<file path="src/hdl/tcs_pkg.sv">
// tcs_pkg: shared types, register indexes, palette table and color lookup
// for the top-down column shader. No dependencies.
package tcs_pkg;

   // Palette size and job queue depth
   localparam int TABLE_ENTRIES     = 50;
   localparam int QUEUE_DEPTH_DEF   = 2;

   // Saturation limit of the water counter
   localparam logic [8:0] WATER_MAX = 9'd511;

   // Configuration register indexes
   localparam logic [2:0] CSR_AIR_CODE         = 3'd0;
   localparam logic [2:0] CSR_WATER_CODE       = 3'd1;
   localparam logic [2:0] CSR_STILL_WATER_CODE = 3'd2;
   localparam logic [2:0] CSR_FALLBACK_CODE    = 3'd3;
   localparam logic [2:0] CSR_ROTATION         = 3'd4;
   localparam logic [2:0] CSR_SIZE_X           = 3'd5;
   localparam logic [2:0] CSR_SIZE_Z           = 3'd6;

   // Rotation codes
   localparam logic [1:0] ROT_0   = 2'd0;
   localparam logic [1:0] ROT_90  = 2'd1;
   localparam logic [1:0] ROT_180 = 2'd2;
   localparam logic [1:0] ROT_270 = 2'd3;

   // Configuration registers as one bundle
   typedef struct packed {
      logic [7:0] air_code;
      logic [7:0] water_code;
      logic [7:0] still_water_code;
      logic [5:0] fallback_code;
      logic [1:0] rotation;
      logic [8:0] size_x;
      logic [8:0] size_z;
   } cfg_type;

   // One finished column scan, handed from the front to the back
   typedef struct packed {
      logic [7:0] col_x;
      logic [7:0] col_z;
      logic [7:0] base_code;
      logic [8:0] water_count;
   } job_type;

   // Fixed ARGB palette
   function automatic logic [31:0] palette_entry(input logic [5:0] idx);
      logic [31:0] c;
      case (idx)
         6'd0:  c = 32'h00000000;  6'd1:  c = 32'hFF7D7D7D;
         6'd2:  c = 32'hFF75B049;  6'd3:  c = 32'hFF866043;
         6'd4:  c = 32'hFF757575;  6'd5:  c = 32'hFF9D804F;
         6'd6:  c = 32'h6C518117;  6'd7:  c = 32'hFF545454;
         6'd8:  c = 32'h8A2A5EFF;  6'd9:  c = 32'h8A2A5EFF;
         6'd10: c = 32'hFFF54100;  6'd11: c = 32'hFFF54100;
         6'd12: c = 32'hFFDAD29E;  6'd13: c = 32'hFF887E7E;
         6'd14: c = 32'hFF8F8C7D;  6'd15: c = 32'hFF88827F;
         6'd16: c = 32'hFF737373;  6'd17: c = 32'hFF665132;
         6'd18: c = 32'h9A3CBF29;  6'd19: c = 32'hFFB6B639;
         6'd20: c = 32'h47DAF1F4;  6'd21: c = 32'hFFDE3232;
         6'd22: c = 32'hFFDE8832;  6'd23: c = 32'hFFDEDE32;
         6'd24: c = 32'hFF88DE32;  6'd25: c = 32'hFF32DE32;
         6'd26: c = 32'hFF32DE88;  6'd27: c = 32'hFF32DEDE;
         6'd28: c = 32'hFF68A3DE;  6'd29: c = 32'hFF7878DE;
         6'd30: c = 32'hFF8832DE;  6'd31: c = 32'hFFAE4ADE;
         6'd32: c = 32'hFFDE32DE;  6'd33: c = 32'hFFDE3288;
         6'd34: c = 32'hFF4D4D4D;  6'd35: c = 32'hFF8F8F8F;
         6'd36: c = 32'hFFDEDEDE;  6'd37: c = 32'h1F6CA201;
         6'd38: c = 32'h1E8B2C0D;  6'd39: c = 32'h1A8A6A54;
         6'd40: c = 32'h22C33638;  6'd41: c = 32'hFFFFF144;
         6'd42: c = 32'hFFE6E6E6;  6'd43: c = 32'hFF9F9F9F;
         6'd44: c = 32'hFF9F9F9F;  6'd45: c = 32'hFFC66A50;
         6'd46: c = 32'hFF82412F;  6'd47: c = 32'hFF6C583A;
         6'd48: c = 32'hFF5B6C5B;  6'd49: c = 32'hFF14121E;
         default: c = 32'h00000000;
      endcase
      return c;
   endfunction

   // Color of a block code, with fallback for codes beyond the palette
   function automatic logic [31:0] colour_of(input logic [7:0] code,
                                             input logic [5:0] fallback);
      logic [31:0] c;
      if (code < 8'(TABLE_ENTRIES)) begin
         c = palette_entry(code[5:0]);
      end else if (fallback < 6'(TABLE_ENTRIES)) begin
         c = palette_entry(fallback);
      end else begin
         c = palette_entry(6'd0);
      end
      return c;
   endfunction

endpackage

</file>
<file path="src/hdl/tcs_queue.sv">
// tcs_queue: small job FIFO between the scanner and the shading back end.
// Uses tcs_pkg for the job type.
module tcs_queue #(
   parameter int DEPTH = tcs_pkg::QUEUE_DEPTH_DEF,
   parameter int CNT_W = $clog2(DEPTH + 1)
) (
   input  logic              clock,
   input  logic              reset,
   input  logic              push,
   input  tcs_pkg::job_type  push_job,
   input  logic              pop,
   output tcs_pkg::job_type  head_job,
   output logic              empty,
   output logic              full,
   output logic [CNT_W-1:0]  level
);

   localparam int IDX_W = (DEPTH > 1) ? $clog2(DEPTH) : 1;
   localparam logic [IDX_W-1:0] LAST_IDX = IDX_W'(DEPTH - 1);

   tcs_pkg::job_type  slot_ff [DEPTH];
   logic [IDX_W-1:0]  wr_ptr_ff, wr_ptr_in;
   logic [IDX_W-1:0]  rd_ptr_ff, rd_ptr_in;
   logic [CNT_W-1:0]  level_ff, level_in;

   assign empty    = (level_ff == '0);
   assign full     = (level_ff == CNT_W'(DEPTH));
   assign level    = level_ff;
   assign head_job = slot_ff[rd_ptr_ff];

   // Pointer and fill level update
   always_comb begin
      wr_ptr_in = wr_ptr_ff;
      rd_ptr_in = rd_ptr_ff;
      level_in  = level_ff;
      if (push) begin
         wr_ptr_in = (wr_ptr_ff == LAST_IDX) ? '0 : wr_ptr_ff + IDX_W'(1);
      end
      if (pop) begin
         rd_ptr_in = (rd_ptr_ff == LAST_IDX) ? '0 : rd_ptr_ff + IDX_W'(1);
      end
      if (push && !pop) begin
         level_in = level_ff + CNT_W'(1);
      end else if (pop && !push) begin
         level_in = level_ff - CNT_W'(1);
      end
   end

   always_ff @(posedge clock) begin
      if (reset) begin
         wr_ptr_ff <= '0;
         rd_ptr_ff <= '0;
         level_ff  <= '0;
      end else begin
         wr_ptr_ff <= wr_ptr_in;
         rd_ptr_ff <= rd_ptr_in;
         level_ff  <= level_in;
      end
   end

   // Slot storage
   always_ff @(posedge clock) begin
      if (push) begin
         slot_ff[wr_ptr_ff] <= push_job;
      end
   end

endmodule

</file>
<file path="config.mk">
export PLATFORM = sky130hd
export DESIGN_NAME = tcs_queue
export DESIGN_NICKNAME = d
export VERILOG_FILES = /design/src/hdl/tcs_pkg.sv /design/src/hdl/tcs_queue.sv
export SDC_FILE = /design/constraint.sdc
export NUM_CORES = 1
export LEC_CHECK = 0
export BUFFER_PORTS_ARGS = -buffer_cell sky130_fd_sc_hd__buf_2
export CAP_MARGIN = 20
export CORE_MARGIN = 2
export CORE_UTILIZATION = 45
export DETAILED_ROUTE_END_ITERATION = 7
export GPL_TIMING_DRIVEN = 0
export MAX_ROUTING_LAYER = met4
export PLACE_DENSITY_LB_ADDON = 0.25
export SLEW_MARGIN = 30
export SYNTH_ARGS = -nofsm -noshare
export SYNTH_HDL_FRONTEND = slang
export SYNTH_SLANG_ARGS = --single-unit
</file>
<file path="constraint.sdc">
create_clock -name clock -period 4.3 [get_ports clock]
set_clock_uncertainty 0.05 [all_clocks]
set_input_delay 0.645 -clock clock [delete_from_list [all_inputs] [get_ports clock]]
set_output_delay 0.645 -clock clock [all_outputs]
set_load 0.1 [all_outputs]
</file>
==> results.yml <==
clocking:
  clockBufferDepth: 2
  clock_latency_ps: 310
  clock_sinks: 71
  root_buffer: "clkbuf_8"
  cts_setup_buffers: 0
  cts.repair.resized: 0
  cts_tree: "done"
  h-tree-depth: 3
  cts_buffers: 9
  clk_pin_slew_ps: 70
  holdBufCountCts: 0
routing:
  vias: 1354
  via_per_inst: 4.72
  dr.pass1.iters: 4
  routed_wl_mm: 4.23
  detail-route-antenna-nets: 0
  wl_per_cell_um: 14.8
  first_iter_violations: 56
  drc: 0
sta:
  tightest_slew_ps: 785
  slew_headroom_pct: 47.7
  rsz0062_at_grt: "false"
  tns_ps: 0
  max_freq_ghz: 0.417
  whs_ps: 458
  finalSetupViolations: 0
  drv_slew: 0
  hold_viol_final: 0
  timing.final.crit_share_pct: 55.8
  timing.final.crit_period_ps: 2400
floorplan:
  die_h_um: 79.7
  io_pins: 74
  dieArea_um2: 6360
  coreArea_um2: 5510
  fp-row-count: 27
  start_util_pct: 46.9
  die_w_um: 79.7
pwr:
  ir_drop_mv: 0.260
  cellLeakagePower_nw: 1.25
  internal_power_mw: 1.16
  pwr-share-comb_pct: 26.0
  switching_power_mw: 0.593
  power.share.clock_pct: 27.3
  seq_power_share_pct: 46.7
  swShare_pct: 33.9
  p_per_area_nw_per_um2: 538
global_route:
  groute.usage.overall_pct: 14.7
  overflow: 0
  grt_pass1_wl_mm: 6.59
  grt_pass1_vias: 1461
  grt_max_degree: 34
  antenna_found_initial: 0
logic_synthesis:
  synth_edf_count: 66
  synth_warnings: 0
  synth.top_cell.area_share_pct: 76.8
  synth.most_common_cell: "edfxtp_1"
  seq_area_frac_synth_pct: 80.7
  synth_nets: 163
  netlist_top_cells_count: "edfxtp_1 (66), mux2_2 (33), dfxtp_1 (5), nor2_1 (5), buf_2 (4)"
  syn_area_um2: 2580
  postSynthCellCount: 125
  postSynthAreaPerCell_um2: 20.6
  ys_types: 15
  synth.ff_latch_count: 71
  yosys.area.top_type: "edfxtp_1"
  synth_flop_cell: "edfxtp_1"
  synthTopCellsByArea: "edfxtp_1 (77%), mux2_2 (14%), dfxtp_1 (3.9%)"
  async_reset_ff_share_pct: 0
finish:
  areaGrowthSynthToFinish_pct: 26.1
  regArea_um2: 2080
  multiInputGateArea_um2: 484
  drive_gt1_share_pct: 58.6
  antenna_cells: 0
  fin_nets: 248
  final.fill_count: 411
worst_setup_path:
  cp_max_fo: 10
  crit_end: "head_job[26]"
  criticalPathCategory: "reg -> out"
  required_ps: 3610
  worstSetupEndpointType: "primary output"
  reg2reg_slack_ps: 2760
  r2r_end: "slot_ff[1][5]$_DFFE_PP_"
  ff2ff_path_depth: 1
  r2r-start: "wr_ptr_ff$_SDFFE_PP0P_"
  arrival_ps: 1700
  cp-start-kind: "flip-flop"
min_path:
  hp-class: "in -> reg"
job:
  max-cap-violations: 0
placement:
  place_congestion: 0.750
  portBuffers: 73
  hpwl_mm: 3.00
run_status:
  status: "finished, final reports clean"
## cells in the final DEF, fill, tap and decap left out, drive strengths merged
cell      count
clkinvlp      1
dfxtp         5
nor2b         1
xnor2         2
and2          1
ha            1
xor2          2
clkbuf       12
nor2          5
inv           1
o21ai         1
a21oi         1
edfxtp       66
mux2         33
bufinv        1
and2b         1
clkinv        2
or3           1
buf          78
## cell families after synthesis
kind of cell	synth area share, %
AO/OA/AOI/OAI	0.387
XOR/XNOR	1.36
adder cells (fa/ha/maj)	0.485
buffers and inverters	0.921
flip-flops	80.7
multiplexers	14.4
AND/OR/NAND/NOR	1.79
## worst min-delay path by stage
stage / start / depth (start not counted) / to / slack [ps]
after CTS: push_job[15] / 1 / slot_ff[0][15]$_DFFE_PP_ / 440
after global placement: level[1]$_SDFFE_PP0P_ / 2 / level[1]$_SDFFE_PP0P_ / 440
after detailed placement: rd_ptr_ff$_SDFFE_PP0P_ / 2 / flip-flop / 440
after floorplan: rd_ptr_ff$_SDFFE_PP0P_ / 2 / flip-flop / 430
after global routing: push_job[20] / 1 / slot_ff[0][20]$_DFFE_PP_ / 440
final: push_job[15] / 1 / slot_ff[0][15]$_DFFE_PP_ / 460
## power by group through the flow
stage | registers (mW) | clock network [mW] | logic (mW)
6_report | 0.818 | 0.477 | 0.455
3_3_place_gp | 0.831 | 0 | 0.445
3_5_place_dp | 0.833 | 0 | 0.458
2_1_floorplan | 0.850 | 0 | 0.360
5_1_grt | 0.821 | 0.523 | 0.472
4_1_cts | 0.818 | 0.495 | 0.459
## cell type report
cell class | count | area share (%)
clock inverter | 4 | 1.42
sequential | 71 | 64.0
clock buffer | 12 | 4.15
tap | 72 | 2.77
inverter | 1 | 0.115
timing repair buffer | 74 | 12.1
multi-input combinational | 49 | 14.9
buffer | 4 | 0.615
## flip-flops by register name, summed over array words and instances, names as in the netlist, named ones only
| register | cells |
|---|---|
| slot_ff | 66 |
| rd_ptr_ff | 1 |
| wr_ptr_ff | 1 |
| level | 2 |
## metrics by stage
step	utilization, %	total power [mW]	std cells	cell area [um^2]	setup WS [ps]
after floorplan	-	1.21	125	2580	1510
after global placement	55.1	1.28	270	3040	918
after detailed placement	55.8	1.29	271	3070	2210
after CTS	59.1	1.77	287	3250	1850
after global routing	59.1	1.82	287	3250	1780
final	59.1	1.75	287	3250	1900
## critical path, cell delays in order, from the launching register on
cell and delay [ps]:
dfxtp_1 300, buf_2 160, buf_2 260, mux2_2 370
buf_2 290
## metal layers
| metal | wire length, um | up-vias | global-route usage (%) |
|---|---|---|---|
| met5 | 0 | - | - |
| met4 | 62 | 0 | 8.31 |
| met3 | 228 | 7 | 3.62 |
| met2 | 2310 | 52 | 26.3 |
| met1 | 1640 | 645 | 14.5 |
| li1 | - | 650 | - |
Power figures use the tool's default switching activity.
