[config.mk]
export PLATFORM = sky130hd
export DESIGN_NAME = tcs_front
export DESIGN_NICKNAME = d
export VERILOG_FILES = /design/src/hdl/tcs_pkg.sv /design/src/hdl/tcs_front.sv
export SDC_FILE = /design/constraint.sdc
export NUM_CORES = 1
export LEC_CHECK = 0
export BUFFER_PORTS_ARGS = -buffer_cell sky130_fd_sc_hd__buf_4
export CAP_MARGIN = 25
export CORE_MARGIN = 2
export CORE_UTILIZATION = 30
export CTS_CLUSTER_DIAMETER = 30
export DETAILED_ROUTE_END_ITERATION = 10
export GPL_ROUTABILITY_DRIVEN = 1
export PLACE_DENSITY = 0.64
export SYNTH_ARGS = -nofsm -noshare
export SYNTH_HDL_FRONTEND = slang
export SYNTH_SLANG_ARGS = --single-unit
export TNS_END_PERCENT = 100
[constraint.sdc]
create_clock -name clock -period 2.3 [get_ports clock]
set_input_delay 0.23 -clock clock [delete_from_list [all_inputs] [get_ports clock]]
set_output_delay 0.23 -clock clock [all_outputs]
set_load 0.01 [all_outputs]
[src/hdl/tcs_pkg.sv]
// tcs_pkg: shared types, register indexes, palette table and color lookup
// for the top-down column shader. No dependencies.
package tcs_pkg;

   // Palette size and job queue depth
   localparam int TABLE_ENTRIES     = 50;
   localparam int QUEUE_DEPTH_DEF   = 2;

   // Saturation limit of the water counter
   localparam logic [8:0] WATER_MAX = 9'd511;

   // Configuration register indexes
   localparam logic [2:0] CSR_AIR_CODE         = 3'd0;
   localparam logic [2:0] CSR_WATER_CODE       = 3'd1;
   localparam logic [2:0] CSR_STILL_WATER_CODE = 3'd2;
   localparam logic [2:0] CSR_FALLBACK_CODE    = 3'd3;
   localparam logic [2:0] CSR_ROTATION         = 3'd4;
   localparam logic [2:0] CSR_SIZE_X           = 3'd5;
   localparam logic [2:0] CSR_SIZE_Z           = 3'd6;

   // Rotation codes
   localparam logic [1:0] ROT_0   = 2'd0;
   localparam logic [1:0] ROT_90  = 2'd1;
   localparam logic [1:0] ROT_180 = 2'd2;
   localparam logic [1:0] ROT_270 = 2'd3;

   // Configuration registers as one bundle
   typedef struct packed {
      logic [7:0] air_code;
      logic [7:0] water_code;
      logic [7:0] still_water_code;
      logic [5:0] fallback_code;
      logic [1:0] rotation;
      logic [8:0] size_x;
      logic [8:0] size_z;
   } cfg_type;

   // One finished column scan, handed from the front to the back
   typedef struct packed {
      logic [7:0] col_x;
      logic [7:0] col_z;
      logic [7:0] base_code;
      logic [8:0] water_count;
   } job_type;

   // Fixed ARGB palette
   function automatic logic [31:0] palette_entry(input logic [5:0] idx);
      logic [31:0] c;
      case (idx)
         6'd0:  c = 32'h00000000;  6'd1:  c = 32'hFF7D7D7D;
         6'd2:  c = 32'hFF75B049;  6'd3:  c = 32'hFF866043;
         6'd4:  c = 32'hFF757575;  6'd5:  c = 32'hFF9D804F;
         6'd6:  c = 32'h6C518117;  6'd7:  c = 32'hFF545454;
         6'd8:  c = 32'h8A2A5EFF;  6'd9:  c = 32'h8A2A5EFF;
         6'd10: c = 32'hFFF54100;  6'd11: c = 32'hFFF54100;
         6'd12: c = 32'hFFDAD29E;  6'd13: c = 32'hFF887E7E;
         6'd14: c = 32'hFF8F8C7D;  6'd15: c = 32'hFF88827F;
         6'd16: c = 32'hFF737373;  6'd17: c = 32'hFF665132;
         6'd18: c = 32'h9A3CBF29;  6'd19: c = 32'hFFB6B639;
         6'd20: c = 32'h47DAF1F4;  6'd21: c = 32'hFFDE3232;
         6'd22: c = 32'hFFDE8832;  6'd23: c = 32'hFFDEDE32;
         6'd24: c = 32'hFF88DE32;  6'd25: c = 32'hFF32DE32;
         6'd26: c = 32'hFF32DE88;  6'd27: c = 32'hFF32DEDE;
         6'd28: c = 32'hFF68A3DE;  6'd29: c = 32'hFF7878DE;
         6'd30: c = 32'hFF8832DE;  6'd31: c = 32'hFFAE4ADE;
         6'd32: c = 32'hFFDE32DE;  6'd33: c = 32'hFFDE3288;
         6'd34: c = 32'hFF4D4D4D;  6'd35: c = 32'hFF8F8F8F;
         6'd36: c = 32'hFFDEDEDE;  6'd37: c = 32'h1F6CA201;
         6'd38: c = 32'h1E8B2C0D;  6'd39: c = 32'h1A8A6A54;
         6'd40: c = 32'h22C33638;  6'd41: c = 32'hFFFFF144;
         6'd42: c = 32'hFFE6E6E6;  6'd43: c = 32'hFF9F9F9F;
         6'd44: c = 32'hFF9F9F9F;  6'd45: c = 32'hFFC66A50;
         6'd46: c = 32'hFF82412F;  6'd47: c = 32'hFF6C583A;
         6'd48: c = 32'hFF5B6C5B;  6'd49: c = 32'hFF14121E;
         default: c = 32'h00000000;
      endcase
      return c;
   endfunction

   // Color of a block code, with fallback for codes beyond the palette
   function automatic logic [31:0] colour_of(input logic [7:0] code,
                                             input logic [5:0] fallback);
      logic [31:0] c;
      if (code < 8'(TABLE_ENTRIES)) begin
         c = palette_entry(code[5:0]);
      end else if (fallback < 6'(TABLE_ENTRIES)) begin
         c = palette_entry(fallback);
      end else begin
         c = palette_entry(6'd0);
      end
      return c;
   endfunction

endpackage

[src/hdl/tcs_front.sv]
// tcs_front: column scanner. Classifies each block code, tracks water count
// and surface code, and queues one job per column. Uses tcs_pkg.
module tcs_front (
   input  logic              clock,
   input  logic              reset,
   input  tcs_pkg::cfg_type  cfg,
   input  logic              req_valid,
   output logic              req_stall,
   input  logic [7:0]        req_col_x,
   input  logic [7:0]        req_col_z,
   input  logic [7:0]        req_block_code,
   input  logic              req_bottom,
   input  logic              q_full,
   output logic              q_push,
   output tcs_pkg::job_type  q_job
);

   logic [8:0] water_count_ff, water_count_in;
   logic       solid_found_ff, solid_found_in;
   logic [7:0] surface_code_ff, surface_code_in;

   logic       accept;
   logic       is_air;
   logic       is_water;
   logic [8:0] count_step;
   logic       solid_step;
   logic [7:0] surface_step;
   logic [7:0] base_code;

   // Hold off the scan while no queue slot is free
   assign req_stall = q_full;
   assign accept    = req_valid && !q_full;

   // Classify: air is tested before water
   assign is_air   = (req_block_code == cfg.air_code);
   assign is_water = !is_air && ((req_block_code == cfg.water_code) ||
                                 (req_block_code == cfg.still_water_code));

   // Column state after this block
   always_comb begin
      count_step   = water_count_ff;
      solid_step   = solid_found_ff;
      surface_step = surface_code_ff;
      if (!solid_found_ff) begin
         if (is_air) begin
            count_step = water_count_ff;
         end else if (is_water) begin
            if (water_count_ff != tcs_pkg::WATER_MAX) begin
               count_step = water_count_ff + 9'd1;
            end
         end else begin
            solid_step   = 1'b1;
            surface_step = req_block_code;
         end
      end
   end

   // Base color code when the column ends here
   always_comb begin
      if (solid_step) begin
         base_code = surface_step;
      end else if (is_water) begin
         base_code = cfg.water_code;
      end else begin
         base_code = req_block_code;
      end
   end

   // Job for the shading back end
   assign q_push            = accept && req_bottom;
   assign q_job.col_x       = req_col_x;
   assign q_job.col_z       = req_col_z;
   assign q_job.base_code   = base_code;
   assign q_job.water_count = count_step;

   // Next state: clear at the bottom of each column
   always_comb begin
      water_count_in  = water_count_ff;
      solid_found_in  = solid_found_ff;
      surface_code_in = surface_code_ff;
      if (accept) begin
         if (req_bottom) begin
            water_count_in  = 9'd0;
            solid_found_in  = 1'b0;
            surface_code_in = 8'd0;
         end else begin
            water_count_in  = count_step;
            solid_found_in  = solid_step;
            surface_code_in = surface_step;
         end
      end
   end

   always_ff @(posedge clock) begin
      if (reset) begin
         water_count_ff  <= 9'd0;
         solid_found_ff  <= 1'b0;
         surface_code_ff <= 8'd0;
      end else begin
         water_count_ff  <= water_count_in;
         solid_found_ff  <= solid_found_in;
         surface_code_ff <= surface_code_in;
      end
   end

endmodule

==> results of run 1 <==
metrics by stage:
step	instance area, sq um	util	hold WS, ps	std cells
6_report	2200	0.392	236	324
4_1_cts	2180	0.390	234	323
3_3_place_gp	2140	0.381	453	320
5_1_grt	2200	0.392	250	324
3_5_place_dp	2140	0.381	458	320
2_1_floorplan	1760	-	356	213
placed cells by master (no fill, tap or decap), drive strengths merged, types with 2 or more instances in the layout:
cell | Yosys | final
a21o | 2 | 2
nor2 | 10 | 10
a311o | 2 | 2
nor3 | 3 | 3
a22o | 8 | 8
o211ai | 2 | 2
clkbuf | 9 | 3
xnor2 | 19 | 19
and4 | 2 | 2
mux2 | 3 | 3
a211oi | 2 | 2
nor4 | 2 | 2
a21oi | 5 | 5
a31oi | 6 | 6
nand2b | 9 | 9
nand4 | 14 | 14
xor2 | 9 | 9
and2 | 2 | 2
o221a | 6 | 6
nand3 | 11 | 11
o311ai | 2 | 2
dfxtp | 18 | 18
inv | 9 | 9
and3 | 6 | 6
nand2 | 11 | 11
buf | 23 | 68
o21ai | 6 | 6
worst max-delay path by stage:
stage,startpoint,to,cells after the start
3_3_place_gp,req_block_code[5],q_job[13],7
5_1_grt,water_count_ff[1]$_SDFFE_PP0P_,q_job[0],7
3_5_place_dp,req_block_code[5],q_job[15],7
2_1_floorplan,water_count_ff[0]$_SDFFE_PP0P_,q_job[1],6
4_1_cts,solid_found_ff$_SDFFE_PP0P_,q_job[15],4
6_report,water_count_ff[1]$_SDFFE_PP0P_,q_job[1],6
cells in the mapped netlist (2+ instances only):
library cell / n
a21oi_1: 4
nor2_1: 10
nor4_4: 2
mux2_2: 2
o311ai_1: 2
o211ai_1: 2
nor3_1: 2
nand4_1: 14
clkbuf_1: 2
a31oi_1: 6
nand2_1: 10
clkbuf_2: 6
xor2_1: 9
and3_1: 5
dfxtp_1: 18
buf_6: 2
a211oi_1: 2
buf_4: 17
a311o_2: 2
nand2b_1: 9
a22o_1: 7
buf_2: 4
o21ai_0: 5
nand3_1: 11
inv_1: 9
xnor2_1: 19
o221a_2: 6
power groups by stage:
| stage | Combinational (mW) | Sequential [mW] | Clock, mW |
|---|---|---|---|
| detailed placement | 0.245 | 0.330 | 0 |
| finish | 0.250 | 0.323 | 0.234 |
| floorplan | 0.170 | 0.326 | 0 |
| global route | 0.268 | 0.324 | 0.248 |
| global placement | 0.244 | 0.330 | 0 |
| CTS | 0.248 | 0.322 | 0.238 |
state kept, by name, indices dropped and copies added (netlist names):
name / cells
solid_found_ff: 1
surface_code_ff: 8
water_count_ff: 9
cells by family (layout without fill, tap and decap cells):
group           count (synthesis)  in the layout  share of synthesized area
xor+xnor                       28             28                      0.139
simple gates                   75             75                      0.261
flops                          18             18                      0.204
compound gates                 46             46                      0.219
buf+inv                        41             80                      0.145
mux                             4              4                     0.0248
fa+ha+maj                       1              1                    0.00709
per-layer routing:
layer,up-vias,part of all wire
met1,796,0.45
met2,61,0.48
li1,841,-
met5,-,0
met4,0,0.024
met3,10,0.047
what timing repair did:
action,4_1_cts,5_1_grt
setup buffers,0,1
endpoints found under the hold margin,0,0
endpoints found under the setup margin,1,8
cloned,0,0
gates resized for setup,1,1
area by class of cell:
| cell class | instances | area share |
|---|---|---|
| Sequential cell | 18 | 0.164 |
| Multi-Input combinational cell | 154 | 0.528 |
| Inverter | 9 | 0.0154 |
| Timing Repair Buffer | 68 | 0.232 |
| Tap cell | 72 | 0.0410 |
| Clock buffer | 3 | 0.0188 |
==> run metrics, run 1 <==
status=finished, final reports clean; met1 Use GR=0.187; Vias=1708; H-tree depth reported by CTS=1; final wirelength=about 4700 um; ratio of cells with drive above 1 in the final layout=0.377; number of global-route vias before repair=about 1700; Fin. Hold Viols=0; global route hottest layer=met2; area leader, netlist=dfxtp_1; CTS Buffer Depth=2; Cell Chain, Critical Path=ha_1 > and4_1 > a21o_2 > nor3_4 > mux2_1 > buf_4; routed vias/inst=5.27; max-slew violation count=0; DRC viols=0; Post-synth EDFFs=0; Tcrit/Tclk final=0.945; die area=0.00651 sq mm; Synth top area share=0.204; FF-to-FF End=water_count_ff[5]$_SDFFE_PP0P_; Async SR Flop Fraction=0; clock latency at the later pin of the worst-skew pair=260 ps; Post-DRT Antenna Nets=0; First-pass DRT Iterations=5; fin nets=334; clock power share=0.290; gr ovfl total=0; Critical Path Fanout Max=6; WL/cell=14.5 um; Pwr Total=806 uW; Layout area overhead=24.5%; Startpoint Class=register; Port Buffer Count=55; min cycle time layout=between 2000 and 2500 ps; Leak=roughly 0.9 nW; clk sink count=18; Reg power frac=0.400; CTS Buf Count=3; ys flop type=dfxtp_1; Setup Crit Path Kind=register to output pin; CTS clk-pin slew, worst paths=80 ps; area occupied by multi-input gates=about 0.0012 sq mm; Synth Net Count=293; P_sw=243 uW; Reg area=360 sq um; # setup viols final=0; met3 usage=0.0191; Buffers & Inverters on Critical Path=1; worst-margin pin slew=roughly 530 ps; Post-Place Worst Slack=6.85 ps; Crit path max-delay family=simple AND/OR/NAND/NOR gates; RR Startpoint=water_count_ff[1]$_SDFFE_PP0P_; GPL Wtd Cong=0.867; R2R Setup Slk=~460 ps; Synth Register Bits=18; P per Cell Area=367 mW/mm^2; RSZ-0062 raised after global routing=no; slowest CP cell=dfxtp_1; max_slew headroom=0.650; final HPWL from detailed placement=3650 um; WP data arrival=1940 ps; hold_buf cts=0; Hold WC Path Type=primary input to register; largest net degree at the start of global routing=22; Initial Utilization=0.315; Crit path required time=2070 ps; clock root buffer=clkbuf_8; fillers=598; Antenna diodes=0; post-synth cell types=53; Comb pwr share=0.310; met2 Use GR=0.254; final worst setup slack=126 ps; Post-Syn Area=0.00176 sq mm; WHS Endpoint=surface_code_ff[7]$_SDFFE_PP0P_; Die Wd=80.7 um; Peak VDD IR=~0.16 mV; Cells after Synth=213; Cell Int Power=563 uW; # Max-Cap Violations=0; switching share of power=0.302; Worst R2R Path Depth=7; initial antenna violation count=0; Crit. End Element=output pin; Total Neg Setup Slack=0 ps; Hold Startpoint=req_block_code[7]; CTS tree=done; DR iter-0 viols=a little under 100; worst hold path stage count=2; fmax=460 MHz; I/O pin total=114; GRT Total Usage=0.150; FP Rows=27; sequential area share after synthesis=0.204; Yosys warnings=0; first-pass GRT wire length=7580 um; CORE AREA=0.00561 sq mm; Area contributors post-synth=dfxtp_1 20%, xnor2_1 9.4%, buf_4 7.2%; worst clock skew=5.46 ps; Die Ht=80.7 um; Syn Area/Cell=slightly above 8 sq um; CP peak stage delay=360 ps
No activity file was read; power rests on OpenSTA's default activity.
==> inputs of run 2 (changes only) <==
Settings changed: PLACE_DENSITY 0.64 to 0.62.
==> run metrics, run 2 (synthesis results as in run 1) <==
Antenna diodes=0 (unchanged); Worst R2R Path Depth=7 (unchanged); worst clock skew=5.61 ps (was 5.46 ps); Initial Utilization=0.315 (unchanged); P per Cell Area=369 mW/mm^2 (was 367 mW/mm^2); final HPWL from detailed placement=3670 um (was 3650 um); GPL Wtd Cong=0.846 (was 0.867); clk sink count=18 (unchanged); fmax=458 MHz (was 460 MHz); CTS Buffer Depth=2 (unchanged); DRC viols=0 (unchanged); die area=0.00651 sq mm (unchanged); Cell Chain, Critical Path=ha_1 > and4_4 > a21o_2 > nor3_4 > mux2_1 > buf_4 (was ha_1 > and4_1 > a21o_2 > nor3_4 > mux2_1 > buf_4); CTS clk-pin slew, worst paths=80 ps (about the same); Port Buffer Count=55 (unchanged); number of global-route vias before repair=1676 (was 1657); RSZ-0062 raised after global routing=no (unchanged); Total Neg Setup Slack=0 ps (unchanged); WP data arrival=1950 ps (was 1940 ps); I/O pin total=114 (unchanged); worst hold path stage count=2 (unchanged); max FFs per register=9 (unchanged); Vias=1694 (was 1708); Layout area overhead=24.2% (was 24.5%); routed vias/inst=5.24 (was 5.27); Crit path required time=2070 ps (about the same); hold_buf cts=0 (unchanged); min cycle time layout=2180 ps (was 2170 ps); gr ovfl total=0 (unchanged); FF-to-FF End=water_count_ff[2]$_SDFFE_PP0P_ (was water_count_ff[5]$_SDFFE_PP0P_); First-pass DRT Iterations=4 (was 5); R2R Setup Slk=450 ps (was 460 ps); ratio of cells with drive above 1 in the final layout=0.378 (was 0.377); Post-DRT Antenna Nets=0 (unchanged); Hold WC Path Type=primary input to register (unchanged); largest net degree at the start of global routing=18 (was 22); Die Wd=80.7 um (unchanged); clock latency at the later pin of the worst-skew pair=260 ps (about the same); FP Rows=27 (unchanged); max_slew headroom=0.663 (was 0.650); final wirelength=4710 um (was 4690 um); # setup viols final=0 (unchanged); WHS Endpoint=surface_code_ff[4]$_SDFFE_PP0P_ (was surface_code_ff[7]$_SDFFE_PP0P_); initial antenna violation count=0 (unchanged); Pwr Total=808 uW (was 806 uW); CTS Buf Count=3 (unchanged); GRT Total Usage=0.157 (was 0.150); clock root buffer=clkbuf_8 (unchanged); # Max-Cap Violations=0 (unchanged); commonest non-fill, non-tap cell in the layout=buf_4 (unchanged); Crit path max-delay family=simple AND/OR/NAND/NOR gates (unchanged); largest register by flop count=water_count_ff (unchanged); RR Startpoint=water_count_ff[1]$_SDFFE_PP0P_ (unchanged); Buffers & Inverters on Critical Path=1 (unchanged); Crit. End Element=output pin (unchanged); CTS tree=done (unchanged); Die Ht=80.7 um (unchanged); Leak=0.879 nW (was 0.883 nW); commonest non-fill, non-tap cells in the layout=67 x buf_4, 19 x xnor2_1, 18 x dfxtp_1 (was 68 x buf_4, 19 x xnor2_1, 18 x dfxtp_1); first-pass GRT wire length=7980 um (was 7580 um); Critical Path Fanout Max=6 (unchanged); worst-margin pin slew=506 ps (was 525 ps); top flop regs=water_count_ff x9, surface_code_ff x8, solid_found_ff x1 (unchanged); Tcrit/Tclk final=0.949 (was 0.945); CP peak stage delay=360 ps (about the same); Fin. Hold Viols=0 (unchanged); DR iter-0 viols=90 (was 98); Hold Startpoint=req_block_code[4] (was req_block_code[7]); Startpoint Class=register (unchanged); CORE AREA=0.00561 sq mm (unchanged); slowest CP cell=mux2_1 (was dfxtp_1); status=finished, final reports clean (unchanged); WL/cell=14.6 um (was 14.5 um); fin nets=333 (was 334); H-tree depth reported by CTS=1 (unchanged); Peak VDD IR=0.173 mV (was 0.161 mV); Setup Crit Path Kind=register to output pin (unchanged); max-slew violation count=0 (unchanged)
-- run 2: how the worst max path moves through the flow --
stage | to | depth (start not counted) | slack, ps | startpoint
2_1_floorplan | q_job[1] | 6 | 330 | water_count_ff[0]$_SDFFE_PP0P_
3_3_place_gp | q_job[13] | 7 | 50 | req_block_code[5]
3_5_place_dp | q_job[13] | 7 | 50 | req_block_code[5]
4_1_cts | q_job[15] | 4 | 30 | solid_found_ff$_SDFFE_PP0P_
5_1_grt | q_job[0] | 7 | 30 | water_count_ff[0]$_SDFFE_PP0P_
6_report | q_job[1] | 6 | 120 | water_count_ff[0]$_SDFFE_PP0P_
-- run 2: timing repair --
item | 4_1_cts | 5_1_grt
resized for setup | 1 | 3
buffers inserted | 1 | 0
endpoints found under the setup margin | 1 | 9
-- run 2: power breakdown --
part / switching (mW) / internal (mW)
Combinational: 0.120 / 0.129
Clock: 0.119 / 0.117
Sequential: 0.00607 / 0.317
Total: 0.245 / 0.563
-- run 2: layout make-up --
type,instances,area [sq um]
Sequential cell,18,360
Fill cell,604,3420
Multi-Input combinational cell,154,1160
Tap cell,72,90.1
Timing Repair Buffer,67,503
Clock buffer,3,41.3
Inverter,9,33.8
-- run 2: per-stage QoR --
stage / hold slack, ps / setup WS, ps / utilization / area, sq um / instances
finish: 237 / 117 / 0.391 / 2190 / 323
global route: 236 / 26.5 / 0.391 / 2190 / 323
CTS: 229 / 30.1 / 0.390 / 2180 / 323
detailed placement: 455 / 48.8 / 0.380 / 2130 / 319
global placement: 452 / 46.6 / 0.380 / 2130 / 319
floorplan: 356 / 327 / - / 1760 / 213
-- run 2: layer usage --
layer  track usage  routed length (um)  vias to the layer above
met5             0                   0                        -
met4        0.0797                 132                        0
met3        0.0236                 241                       11
met2         0.243                2200                       53
met1         0.208                2130                      791
li1              -                   -                      839
==> inputs of run 3 (changes only) <==
Settings changed: ABC_AREA from default to 1, PLACE_DENSITY 0.62 to 0.61.
==> run metrics, run 3 <==
H-tree depth reported by CTS=1 (unchanged); Async SR Flop Fraction=0 (unchanged); switching share of power=0.306 (was 0.303); Hold WC Path Type=primary input to register (unchanged); CORE AREA=0.00631 sq mm (was 0.00561 sq mm); clock root buffer=clkbuf_8 (unchanged); largest register by flop count=water_count_ff (unchanged); area leader, netlist=dfxtp_1 (unchanged); CTS Buf Count=3 (unchanged); sequential area share after synthesis=0.186 (was 0.204); clock power share=0.274 (was 0.292); Critical Path Fanout Max=7 (was 6); Post-DRT Antenna Nets=0 (unchanged); Cells after Synth=309 (was 213); initial antenna violation count=0 (unchanged); Crit path required time=2070 ps (about the same); commonest non-fill, non-tap cell in the layout=nand2_1 (was buf_4); min cycle time layout=2140 ps (was 2180 ps); Fin. Hold Viols=0 (unchanged); Layout area overhead=22.7% (was 24.2%); DR iter-0 viols=86 (was 90); commonest non-fill, non-tap cells in the layout=83 x nand2_1, 59 x buf_4, 36 x inv_1 (was 67 x buf_4, 19 x xnor2_1, 18 x dfxtp_1); I/O pin total=114 (unchanged); final worst setup slack=164 ps (was 117 ps); # Max-Cap Violations=0 (unchanged); CTS Buffer Depth=2 (unchanged); Antenna diodes=0 (unchanged); WL/cell=11.0 um (was 14.6 um); Non-Filler Instances=425 (was 323); Syn Area/Cell=6.28 sq um (was 8.28 sq um); Die Wd=84.5 um (was 80.7 um); Leak=1.10 nW (was 0.879 nW); Crit. End Element=output pin (unchanged); hold_buf cts=0 (unchanged); # setup viols final=0 (unchanged); clock latency at the later pin of the worst-skew pair=250 ps (was 260 ps); Die Ht=84.5 um (was 80.7 um); number of global-route vias before repair=1782 (was 1676); max-slew violation count=0 (unchanged); RSZ-0062 raised after global routing=no (unchanged); Port Buffer Count=55 (unchanged); DP Area=0.00230 sq mm (was 0.00213 sq mm); clk sink count=18 (unchanged); Startpoint Class=register (unchanged); Synth top area share=0.186 (was 0.204); WP data arrival=1910 ps (was 1950 ps); Yosys warnings=0 (unchanged); GPL Wtd Cong=0.811 (was 0.846); Reg power frac=0.397 (was 0.400); largest net degree at the start of global routing=20 (was 18); Total Neg Setup Slack=0 ps (unchanged); Synth Net Count=389 (was 293); top flop regs=water_count_ff x9, surface_code_ff x8, solid_found_ff x1 (unchanged); Vias=1927 (was 1694); fmax=468 MHz (was 458 MHz); Initial Utilization=0.308 (was 0.315); worst hold slack=263 ps (was 237 ps); DRC viols=0 (unchanged); gr ovfl total=0 (unchanged); Cell Int Power=558 uW (was 563 uW); Peak VDD IR=0.143 mV (was 0.173 mV); final wirelength=4660 um (was 4710 um); ratio of cells with drive above 1 in the final layout=0.307 (was 0.378); Synth Register Bits=18 (unchanged); Setup Crit Path Kind=register to output pin (unchanged); ys flop type=dfxtp_1 (unchanged); First-pass DRT Iterations=4 (unchanged); Post-synth EDFFs=0 (unchanged); fillers=714 (was 604); Tcrit/Tclk final=0.929 (was 0.949); Post-Place Worst Slack=290 ps (was 48.8 ps); Post-synth top cells=83 x nand2_1, 36 x inv_1, 28 x nand3_1 (was 19 x xnor2_1, 18 x dfxtp_1, 17 x buf_4); Layout Utilization=0.378 (was 0.391); most common cell in the netlist=nand2_1 (was xnor2_1); P per Cell Area=337 mW/mm^2 (was 369 mW/mm^2); fin nets=430 (was 333); CTS clk-pin slew, worst paths=70 ps (was 80 ps); Pwr Total=804 uW (was 808 uW); FP Rows=29 (was 27); GRT Total Usage=0.131 (was 0.157); routed vias/inst=4.53 (was 5.24); P_sw=246 uW (was 245 uW); Post-Syn Area=0.00194 sq mm (was 0.00176 sq mm); max FFs per register=9 (unchanged); status=finished, final reports clean (unchanged); worst-margin pin slew=342 ps (was 506 ps); CTS tree=done (unchanged); Area contributors post-synth=dfxtp_1 19%, nand2_1 16%, buf_4 7.3% (was dfxtp_1 20%, xnor2_1 9.4%, buf_4 7.2%); max_slew headroom=0.771 (was 0.663); final HPWL from detailed placement=3600 um (was 3670 um); Design Area, Final=0.00238 sq mm (was 0.00219 sq mm); post-synth cell types=36 (was 53); die area=0.00713 sq mm (was 0.00651 sq mm); post-placement cell count=420 (was 319); Comb pwr share=0.329 (was 0.309); worst clock skew=3.82 ps (was 5.61 ps); first-pass GRT wire length=7940 um (was 7980 um)
-- run 3: logic make-up after synthesis --
| kind of cell | count (synthesis) | synth area share |
|---|---|---|
| AOI/OAI and AO/OA | 40 | 0.122 |
| xor gates and xnor gates | 16 | 0.0722 |
| adders and majority gates | 1 | 0.00644 |
| buffers and inverters | 68 | 0.179 |
| DFF | 18 | 0.186 |
| and+or+nand+nor | 166 | 0.435 |
-- run 3: timing repair --
action	in CTS	in global routing
buffers inserted	0	2
resized for setup	0	7
endpoints found under the hold margin	0	0
setup endpoints to repair	0	7
-- run 3: path summary, 6_finish.rpt --
check / from / endpoint / slack, ps / cells past startpoint
worst max register to register: water_count_ff[1]$_SDFFE_PP0P_ / water_count_ff[4]$_SDFFE_PP0P_ / 560 / 10
worst max-delay path: water_count_ff[1]$_SDFFE_PP0P_ / q_job[1] / 160 / 8
worst min register to register: surface_code_ff[3]$_SDFFE_PP0P_ / surface_code_ff[3]$_SDFFE_PP0P_ / 470 / 2
worst min-delay path: reset / water_count_ff[0]$_SDFFE_PP0P_ / 260 / 2
-- run 3: layout make-up --
cell class / count / area, sq um / share of cell area
multi-input combinational: 223 / 1260 / 0.528
timing repair buffer: 59 / 443 / 0.186
sequential: 18 / 365 / 0.153
inverter: 45 / 179 / 0.0751
tap: 77 / 96.3 / 0.0404
clock buffer: 3 / 41.3 / 0.0173
-- run 3: power by group through the flow --
| stage | combinational, mW | sequential (mW) | clock, mW |
|---|---|---|---|
| 2_1_floorplan | 0.181 | 0.327 | 0 |
| 3_3_place_gp | 0.264 | 0.327 | 0 |
| 3_5_place_dp | 0.267 | 0.327 | 0 |
| 4_1_cts | 0.268 | 0.320 | 0.231 |
| 5_1_grt | 0.297 | 0.320 | 0.239 |
| 6_report | 0.264 | 0.319 | 0.221 |
-- run 3: critical path: stages, from the launching register on --
cell and delay [ps]:
dfxtp_2 380, ha_4 170, nand3_4 100, nor2_4 130, nand4_1 270, nand4_1 220, nand2_1 90, and2_1 160
buf_4 140
-- run 3: layer usage --
metal / track usage / up-vias / wire length [um]
met5: 0 / - / 0
met4: 0.0159 / 0 / 18
met3: 0.0295 / 4 / 191
met2: 0.230 / 30 / 2220
met1: 0.170 / 862 / 2230
li1: - / 1031 / -
